$ cat src/design/spq_pkg.sv
// ----------------------------------------------------------------------------
// spq_pkg
// Shared types and constants for the stable priority queue.
// ----------------------------------------------------------------------------
package spq_pkg;

  localparam int CAPACITY      = 16;
  localparam int ID_BITS       = 16;
  localparam int PRIORITY_BITS = 8;
  localparam int CNT_W         = $clog2(CAPACITY + 1);
  localparam int TASK_W        = 16;
  localparam int PRIO_IN_W     = 8;
  localparam int OCC_W         = 5;

  typedef enum logic [1:0] {
    ST_OK    = 2'd0,
    ST_EMPTY = 2'd1,
    ST_FULL  = 2'd2
  } status_t;

  typedef enum logic {
    MODE_ENQ = 1'b0,
    MODE_DEQ = 1'b1
  } mode_t;

  typedef enum logic [1:0] {
    OP_HOLD   = 2'd0,
    OP_INSERT = 2'd1,
    OP_POP    = 2'd2
  } cell_op_t;

  typedef struct packed {
    logic [ID_BITS-1:0]       id;
    logic [PRIORITY_BITS-1:0] prio;
  } entry_t;

  typedef struct packed {
    cell_op_t op;
    entry_t   fresh;
  } cell_ctrl_t;

endpackage

$ cat src/design/stable_priority_queue.sv
// ----------------------------------------------------------------------------
// stable_priority_queue
// Stable min-priority queue of task identifiers in a sorted chain of cells.
// ----------------------------------------------------------------------------
// Input channel s_*: s_tuser carries the mode (0 enqueue, 1 dequeue front),
// s_tdata carries the task identifier and its priority. Lower priority values
// leave first; equal priorities leave in arrival order.
// Output channel m_*: one result per input transfer. m_tuser carries the
// status (0 ok, 1 dequeue on empty, 2 enqueue dropped because full), m_tdata
// the removed identifier (zero unless a dequeue succeeded), the empty flag
// and the occupancy after the operation.
// Every cell compares its priority with the incoming one in parallel, so an
// insert or a pop completes in the cycle of the transfer: m_tvalid is registered
// and rises in the cycle after, and one item is taken per cycle while m_tready holds.
// Reset clears the entry count and m_tvalid; the chain contents and the output
// data are left as they are and only cells below the count are ever read.
// When the receiver stalls, the result holds in the output register and
// s_tready drops until it is taken; s_tready stays high while a result is
// taken in the same cycle.
// ----------------------------------------------------------------------------
module stable_priority_queue
  import spq_pkg::*;
(
  input  logic        clk,
  input  logic        rst,
  input  logic        s_tvalid,
  output logic        s_tready,
  input  logic [23:0] s_tdata,   // [15:0] task_id, [23:16] priority_req
  input  logic [0:0]  s_tuser,   // [0] mode
  output logic        m_tvalid,
  input  logic        m_tready,
  output logic [23:0] m_tdata,   // [15:0] out_task_id, [16] is_empty,
                                 // [21:17] occupancy, [23:22] zero
  output logic [1:0]  m_tuser    // [1:0] status
);

  logic [CNT_W-1:0]  count;
  logic [CNT_W-1:0]  count_next;
  cell_ctrl_t        ctrl;
  status_t           status_next;
  logic [TASK_W-1:0] out_id_next;

  entry_t            entries [CAPACITY];
  logic              les     [CAPACITY];

  logic [TASK_W-1:0] out_task_id;
  status_t           status;
  logic              is_empty;
  logic [OCC_W-1:0]  occupancy;

  logic              take;
  logic              mode;

  assign s_tready = !m_tvalid || m_tready;
  assign take     = s_tvalid && s_tready;
  assign mode     = s_tuser[0];

  always_comb begin
    ctrl.op       = OP_HOLD;
    ctrl.fresh.id   = ID_BITS'(s_tdata[TASK_W-1:0]);
    ctrl.fresh.prio = PRIORITY_BITS'(s_tdata[TASK_W +: PRIO_IN_W]);
    count_next    = count;
    status_next   = ST_OK;
    out_id_next   = '0;
    if (take) begin
      if (mode == MODE_ENQ) begin
        if (count == CNT_W'(CAPACITY)) begin
          status_next = ST_FULL;
        end else begin
          ctrl.op    = OP_INSERT;
          count_next = count + CNT_W'(1);
        end
      end else begin
        if (count == '0) begin
          status_next = ST_EMPTY;
        end else begin
          ctrl.op     = OP_POP;
          out_id_next = TASK_W'(entries[0].id);
          count_next  = count - CNT_W'(1);
        end
      end
    end
  end

  for (genvar i = 0; i < CAPACITY; i++) begin : g_cell
    logic   occupied;
    logic   prev_le;
    entry_t prev_entry;
    entry_t next_entry;

    assign occupied = CNT_W'(i) < count;

    if (i == 0) begin : g_head
      assign prev_le    = 1'b1;
      assign prev_entry = ctrl.fresh;
    end else begin : g_body
      assign prev_le    = les[i-1];
      assign prev_entry = entries[i-1];
    end

    if (i == CAPACITY - 1) begin : g_tail
      assign next_entry = entries[i];
    end else begin : g_mid
      assign next_entry = entries[i+1];
    end

    spq_cell u_cell (
      .clk        (clk),
      .ctrl       (ctrl),
      .occupied   (occupied),
      .prev_le    (prev_le),
      .prev_entry (prev_entry),
      .next_entry (next_entry),
      .entry      (entries[i]),
      .le         (les[i])
    );
  end

  always_ff @(posedge clk) begin
    if (rst) begin
      count    <= '0;
      m_tvalid <= 1'b0;
    end else begin
      count <= count_next;
      if (take) begin
        m_tvalid <= 1'b1;
      end else if (m_tready) begin
        m_tvalid <= 1'b0;
      end
    end
  end

  always_ff @(posedge clk) begin
    if (take) begin
      out_task_id <= out_id_next;
      status      <= status_next;
      is_empty    <= (count_next == '0);
      occupancy   <= OCC_W'(count_next);
    end
  end

  assign m_tdata = {2'b00, occupancy, is_empty, out_task_id};
  assign m_tuser = status;

endmodule

$ cat src/design/spq_cell.sv
// ----------------------------------------------------------------------------
// spq_cell
// One slot of the sorted chain: holds, shifts back on insert, forward on pop.
// ----------------------------------------------------------------------------
module spq_cell
  import spq_pkg::*;
(
  input  logic       clk,
  input  cell_ctrl_t ctrl,
  input  logic       occupied,
  input  logic       prev_le,
  input  entry_t     prev_entry,
  input  entry_t     next_entry,
  output entry_t     entry,
  output logic       le
);

  entry_t entry_next;

  assign le = occupied && (entry.prio <= ctrl.fresh.prio);

  always_comb begin
    entry_next = entry;
    case (ctrl.op)
      OP_INSERT: begin
        if (le) begin
          entry_next = entry;
        end else if (prev_le) begin
          entry_next = ctrl.fresh;
        end else begin
          entry_next = prev_entry;
        end
      end
      OP_POP:  entry_next = next_entry;
      default: entry_next = entry;
    endcase
  end

  always_ff @(posedge clk) begin
    entry <= entry_next;
  end

endmodule

$ cat config.mk
export PLATFORM = sky130hd
export DESIGN_NAME = stable_priority_queue
export DESIGN_NICKNAME = d
export VERILOG_FILES = /design/src/design/spq_pkg.sv /design/src/design/stable_priority_queue.sv /design/src/design/spq_cell.sv
export SDC_FILE = /design/constraint.sdc
export NUM_CORES = 1
export LEC_CHECK = 0
export ABC_AREA = 1
export BUFFER_PORTS_ARGS = -buffer_cell sky130_fd_sc_hd__buf_2
export CAP_MARGIN = 20
export CORE_ASPECT_RATIO = 1.1
export CORE_MARGIN = 2
export CORE_UTILIZATION = 60
export CTS_CLUSTER_DIAMETER = 30
export DETAILED_ROUTE_END_ITERATION = 6
export PLACE_DENSITY = 0.76
export SYNTH_ARGS = -nofsm -noshare
export SYNTH_HDL_FRONTEND = slang
export SYNTH_SLANG_ARGS = --single-unit
$ cat constraint.sdc
create_clock -name clk -period 6.95 [get_ports clk]
set_input_delay 0 -clock clk [delete_from_list [all_inputs] [get_ports clk]]
set_output_delay 0 -clock clk [all_outputs]
set_load 0.1 [all_outputs]
==> reports/qor.csv, run 1 <==
metric;value;unit
finalSetupViolCount;0;
p_total;0.01007;W
required;7.07;ns
pwr-share-clk;38.6;%
intPower;0.006652;W
layout.nets;3567;
ctsResizeCount;0;
power.density;339.5;mW/mm^2
rr_worst_depth;9;
cp_max_fo;159;
postLayoutCoreUtil;68.74;%
layout-drive-gt1-share;7.050;%
firstDrtPassIters;6;
switchingPower;0.003416;W
cp-start-kind;flip-flop;
yosys.area.top_type;edfxtp_1;
synth_cells;3389;
min_period;4.162;ns
clk_pin_slew;0.05;ns
drtAntennaViolNets;0;
dieArea;0.04516;mm^2
hold_class;input port to flip-flop;
gp_routability_congestion;0.9587;
syn_area;0.02609;mm^2
rsz0062_at_grt;false;
vias;23850;
worstSetupEndpointType;flip-flop;
grt_pass1_wl;121600;um
worstSkewPairLatency;0.62;ns
ys.warnings.count;0;
cts_max_path_buffers;3;
routedWlPerCell;19.33;um
slew_headroom;14.73;%
swShare;33.93;%
final.period_utilization;59.89;%
ctsHoldBuffers;29;
mostFrequentLayoutCells;1307 x nand2_1, 707 x nand3_1, 426 x inv_1;
cts.htree.levels;3;
post_cts_buffers;0;
diodes;0;
cts_tree;built;
initialDrtViolationCount;2735;
die_y;222.7;um
vdd_drop_max;326.1;uV
setup_tns;0;ns
critPathKind;flip-flop to flip-flop;
place_area;0.02649;mm^2
p_leak;14.59;nW
placed_cells;3858;
cp_data_arrival_time;4.29;ns
ys_types;33;
vias_per_cell;5.890;
drt_wl_total;78280;um
yosysTopAreaCellShare;46.97;%
p_comb_share;24.9;%
finalNonFillerCells;4049;
hpwlAfterDp;50610;um
core_area;0.04314;mm^2
hold_depth;3;
io_pins;57;
syn_area_per_cell;7.697;um^2
fmax;240.3;MHz
antenna_found_initial;2;
fin_skew;0.01907;ns
final_max_slew_viol_count;0;
areaGrowthSynthToFinish;13.68;%
finalHoldViolations;0;
status;finished, final reports clean;
rows;80;
grt_pass1_vias;23370;
tightest_slew;1.279;ns
design_area;0.02965;mm^2
power_frac_seq;36.6;%
portBuffers;54;
dieWidth;202.8;um
grt_max_degree;260;
max-cap-violations;0;
ys_top_cells_by_area;edfxtp_1 47%, nand2_1 19%, nand3_1 14%;
track_usage;34.31;%
synth-seq-area-share;47.43;%
final_common_cell;nand2_1;
initial_core_util;60.47;%
cts_root_buf;clkbuf_16;
synth_seq_cells;414;
route.detailed.drc;0;
grt_overflow_total;0;
numCtsBuffers;86;
cts.sinks;414;
-- power groups by stage --
stage                     Combinational, W  Clock (W)  Sequential, W
final                              0.00250    0.00388        0.00368
after global routing               0.00279    0.00401        0.00371
after CTS                          0.00243    0.00389        0.00368
after detailed placement           0.00239          0        0.00372
after global placement             0.00231          0        0.00371
after floorplan                    0.00172          0        0.00369
-- state kept, by name, summed over array words and instances, names as in the netlist --
signal	count
g_cell.u_cell.entry	384
out_task_id	16
count	5
occupancy	5
m_tuser	2
is_empty	1
m_tvalid	1
-- metrics by stage --
step / hold slack, ns / worst slack (ns)
final: 0.1720 / 2.788
after global routing: 0.1994 / 2.431
after CTS: 0.1509 / 2.802
after detailed placement: 0.2491 / 2.830
after global placement: 0.2497 / 2.961
after floorplan: 0.06907 / 2.388
-- routing by layer --
layer | vias up | track usage [%] | wire [um]
li1 | 11070 | - | -
met1 | 11080 | 42.76 | 29140
met2 | 1364 | 56.82 | 37390
met3 | 342 | 5.045 | 7024
met4 | 0 | 20.37 | 4719
met5 | - | 0 | 0
-- path summary, 6_finish.rpt --
| check | from | endpoint | slack (ns) |
|---|---|---|---|
| worst max-delay path | count[4] | g_cell[7].u_cell.entry[3] | 2.79 |
| worst min-delay path | rst | count[0] | 0.17 |
| worst max register to register | count[4] | g_cell[7].u_cell.entry[3] | 2.79 |
| worst min register to register | g_cell[15].u_cell.entry[18] | g_cell[14].u_cell.entry[18] | 0.51 |
-- cells by family after synthesis --
logic type / synth area share [%]
compound gates: 2.216
xor+xnor: 0.06716
fa+ha+maj: 6.331
buf+inv: 9.770
flops: 47.43
other cells: 0.01438
simple gates: 34.17
-- critical path, cell delays in order (launching register included) --
cell and delay (ns):
dfxtp_1 0.43, inv_4 0.18, nand2_4 0.22, nor2_8 0.21
nand2_2 0.10, nand2_4 0.20, nor2_8 0.15, inv_8 0.57
buf_4 0.69, nand2_1 0.75
-- cell usage after synthesis --
| cell | instances |
|---|---|
| a31oi_2 | 1 |
| a21boi_0 | 1 |
| nor2_8 | 2 |
| nand4_1 | 17 |
| nand2_2 | 3 |
| a41oi_2 | 1 |
| a21o_1 | 15 |
| inv_1 | 426 |
| nor2_1 | 71 |
| o21ai_2 | 3 |
| o31ai_4 | 1 |
| clkinv_1 | 1 |
| xor2_1 | 1 |
| clkbuf_1 | 109 |
| inv_2 | 4 |
| dfxtp_1 | 6 |
| nand2_1 | 1307 |
| o21ai_0 | 32 |
| a31oi_4 | 1 |
| nand3_2 | 1 |
| conb_1 | 1 |
| nand2_4 | 2 |
| buf_2 | 71 |
| nor2_2 | 1 |
| a21oi_1 | 40 |
| buf_1 | 3 |
| xnor2_1 | 1 |
| inv_4 | 2 |
| edfxtp_1 | 408 |
| buf_4 | 16 |
| nand3_1 | 707 |
| buf_6 | 2 |
| ha_1 | 132 |
-- layout make-up --
class	count	area, um^2
clock buffers	100	2226
clock inverters	57	511.7
fillers	3364	13490
inverters	433	1635
multi-input cells	2342	11170
flip-flops and latches	414	12370
well taps	574	718.2
repair buffers	129	1018
Power figures use the tool's default switching activity.
==> run 2, diff against run 1 <==
Settings changed: CORE_UTILIZATION 60 to 58, PLACE_DENSITY 0.76 to 0.77.
Clock period 6.95 ns to 3.6 ns, I/O delays scaled along.
==> reports/qor.csv, run 2 (synthesis results as in run 1) <==
metric;value;unit;change
status;finished, final reports clean;;unchanged
route.detailed.drc;0;;unchanged
path_cells;clkinv_1 -> ha_1 -> nand2_2 -> nand2_4 -> nor2_8 -> inv_8 -> buf_12 -> nand2_1 -> buf_4;;was inv_4 -> nand2_4 -> nor2_8 -> nand2_2 -> nand2_4 -> nor2_8 -> inv_8 -> buf_4 -> nand2_1
worstSetupEndpointType;flip-flop;;unchanged
dieArea;0.04669;mm^2;was 0.04516 mm^2
finalHoldViolations;0;;unchanged
fmax;330.6;MHz;was 240.3 MHz
gp_routability_congestion;0.9235;;was 0.9587
track_usage;34.91;%;was 34.31%
rsz0062_at_grt;false;;unchanged
final.period_utilization;84.02;%;was 59.89%
multi_input_area;0.01118;mm^2;was 0.01117 mm^2
hold_class;input port to flip-flop;;unchanged
final_max_slew_viol_count;0;;unchanged
critPathMaxStageDelay;0.40;ns;was 0.75 ns
critical_path.top_delay_family;buffers and inverters;;was simple AND/OR/NAND/NOR gates
drtAntennaViolNets;0;;unchanged
grt_max_degree;207;;was 260
p_total;0.02059;W;was 0.01007 W
slew_headroom;21.13;%;was 14.73%
areaGrowthSynthToFinish;16.32;%;was 13.68%
grt_pass1_wl;126000;um;was 121600 um
grt_pass1_vias;24280;;was 23370
power_frac_seq;34.6;%;was 36.6%
crit_slowest_cell;dfxtp_1;;was nand2_1
cts.htree.levels;3;;unchanged
max-cap-violations;0;;unchanged
cts.sinks;414;;unchanged
top_regs;g_cell.u_cell.entry x384, out_task_id x16;;unchanged
power.density;678.6;mW/mm^2;was 339.5 mW/mm^2
largest_register_ffs;384;;unchanged
die_y;226.4;um;was 222.7 um
fin_skew;0.02868;ns;was 0.01907 ns
numCtsBuffers;95;;was 86
firstDrtPassIters;6;;unchanged
cts_root_buf;clkbuf_16;;unchanged
postLayoutCoreUtil;68.36;%;was 68.74%
worstSkewPairLatency;0.65;ns;was 0.62 ns
routedWlPerCell;19.76;um;was 19.33 um
switchingPower;0.006991;W;was 0.003416 W
top_register;g_cell.u_cell.entry;;unchanged
portBuffers;54;;unchanged
cp-start-kind;flip-flop;;unchanged
swShare;33.95;%;was 33.93%
io_pins;57;;unchanged
hpwlAfterDp;51930;um;was 50610 um
p_comb_share;24.2;%;was 24.9%
vias_per_cell;5.929;;was 5.890
critPathKind;flip-flop to flip-flop;;unchanged
fillCellCount;3454;;was 3364
post_cts_buffers;0;;unchanged
ctsHoldBuffers;27;;was 29
design_area;0.03034;mm^2;was 0.02965 mm^2
place_area;0.02692;mm^2;was 0.02649 mm^2
cp_data_arrival_time;3.33;ns;was 4.29 ns
mostFrequentLayoutCells;1306 x nand2_1, 707 x nand3_1, 426 x inv_1;;was 1307 x nand2_1, 707 x nand3_1, 426 x inv_1
core_area;0.04439;mm^2;was 0.04314 mm^2
ctsResizeCount;0;;unchanged
seqCellArea;0.01237;mm^2;unchanged
layout-drive-gt1-share;8.854;%;was 7.050%
clk_pin_slew;0.05;ns;about the same
layout.nets;3613;;was 3567
cts_tree;built;;unchanged
vias;24410;;was 23850
dieWidth;206.2;um;was 202.8 um
final_common_cell;nand2_1;;unchanged
tightest_slew;1.182;ns;was 1.279 ns
min_period;3.025;ns;was 4.162 ns
hold_start;s_tdata[16];;was rst
reg2reg_from;count[1];;was count[4]
p_leak;14.96;nW;was 14.59 nW
finalSetupViolCount;0;;unchanged
required;3.91;ns;was 7.07 ns
cp-startpoint;count[1];;was count[4]
initialDrtViolationCount;3112;;was 2735
diodes;0;;unchanged
rows;81;;was 80
setup_tns;0;ns;unchanged
critPathBufInv;4;;was 3
cp_max_fo;130;;was 159
pwr-share-clk;41.2;%;was 38.6%
initial_core_util;58.77;%;was 60.47%
vdd_drop_max;537.7;uV;was 326.1 uV
drt_wl_total;81330;um;was 78280 um
intPower;0.01360;W;was 0.006652 W
antenna_found_initial;3;;was 2
grt_overflow_total;0;;unchanged
cts_max_path_buffers;3;;unchanged
[run 2: cell count changes in the layout (fill, tap and decap cells not counted), sizes merged]
cell and change:
clkinv -1, bufinv +2, clkbuf +12, inv +5
buf +39, clkinvlp +5, dlygate4sd3 -2
[run 2: worst min-delay path: stages]
cell and delay (ns):
buf_2 0.36, nand3_1 0.20, nand2_1 0.05
[run 2: worst paths after layout]
check,cells past startpoint,slack (ns),endpoint
min,3,0.16,g_cell[15].u_cell.entry[0]
max,9,0.58,g_cell[11].u_cell.entry[12]
max reg2reg,9,0.58,g_cell[11].u_cell.entry[12]
min reg2reg,2,0.51,m_tvalid
[run 2: power groups by stage]
stage	clock (W)	combinational, W	sequential (W)
2_1_floorplan	0	0.00333	0.00712
3_3_place_gp	0	0.00459	0.00716
3_5_place_dp	0	0.00479	0.00717
4_1_cts	0.00850	0.00487	0.00710
5_1_grt	0.00877	0.00551	0.00717
6_report	0.00849	0.00498	0.00712
[run 2: routing by layer]
metal,track usage (%),share of wire [%],up-vias
met5,0,0,-
met1,40.67,36,11360
met4,22.63,6.2,0
met2,58.31,49,1537
li1,-,-,11170
met3,7.445,9.6,346
[run 2: layout make-up]
cell class,instances,share of cell area (%)
Inverter,433,5.389
Clock buffer,112,8.185
Tap cell,581,2.396
Sequential cell,414,40.77
Clock inverter,68,2.210
Multi-Input combinational cell,2342,36.83
Timing Repair Buffer,166,4.214
[run 2: per-stage QoR]
stage	std cells	hold slack, ns	setup WS, ns
final	4116	0.1555	0.5753
after global placement	3909	0.2545	0.7995
after floorplan	3390	0.06907	0.2952
after CTS	4116	0.1281	0.6489
after global routing	4116	0.1600	0.4214
after detailed placement	3909	0.2530	0.6642
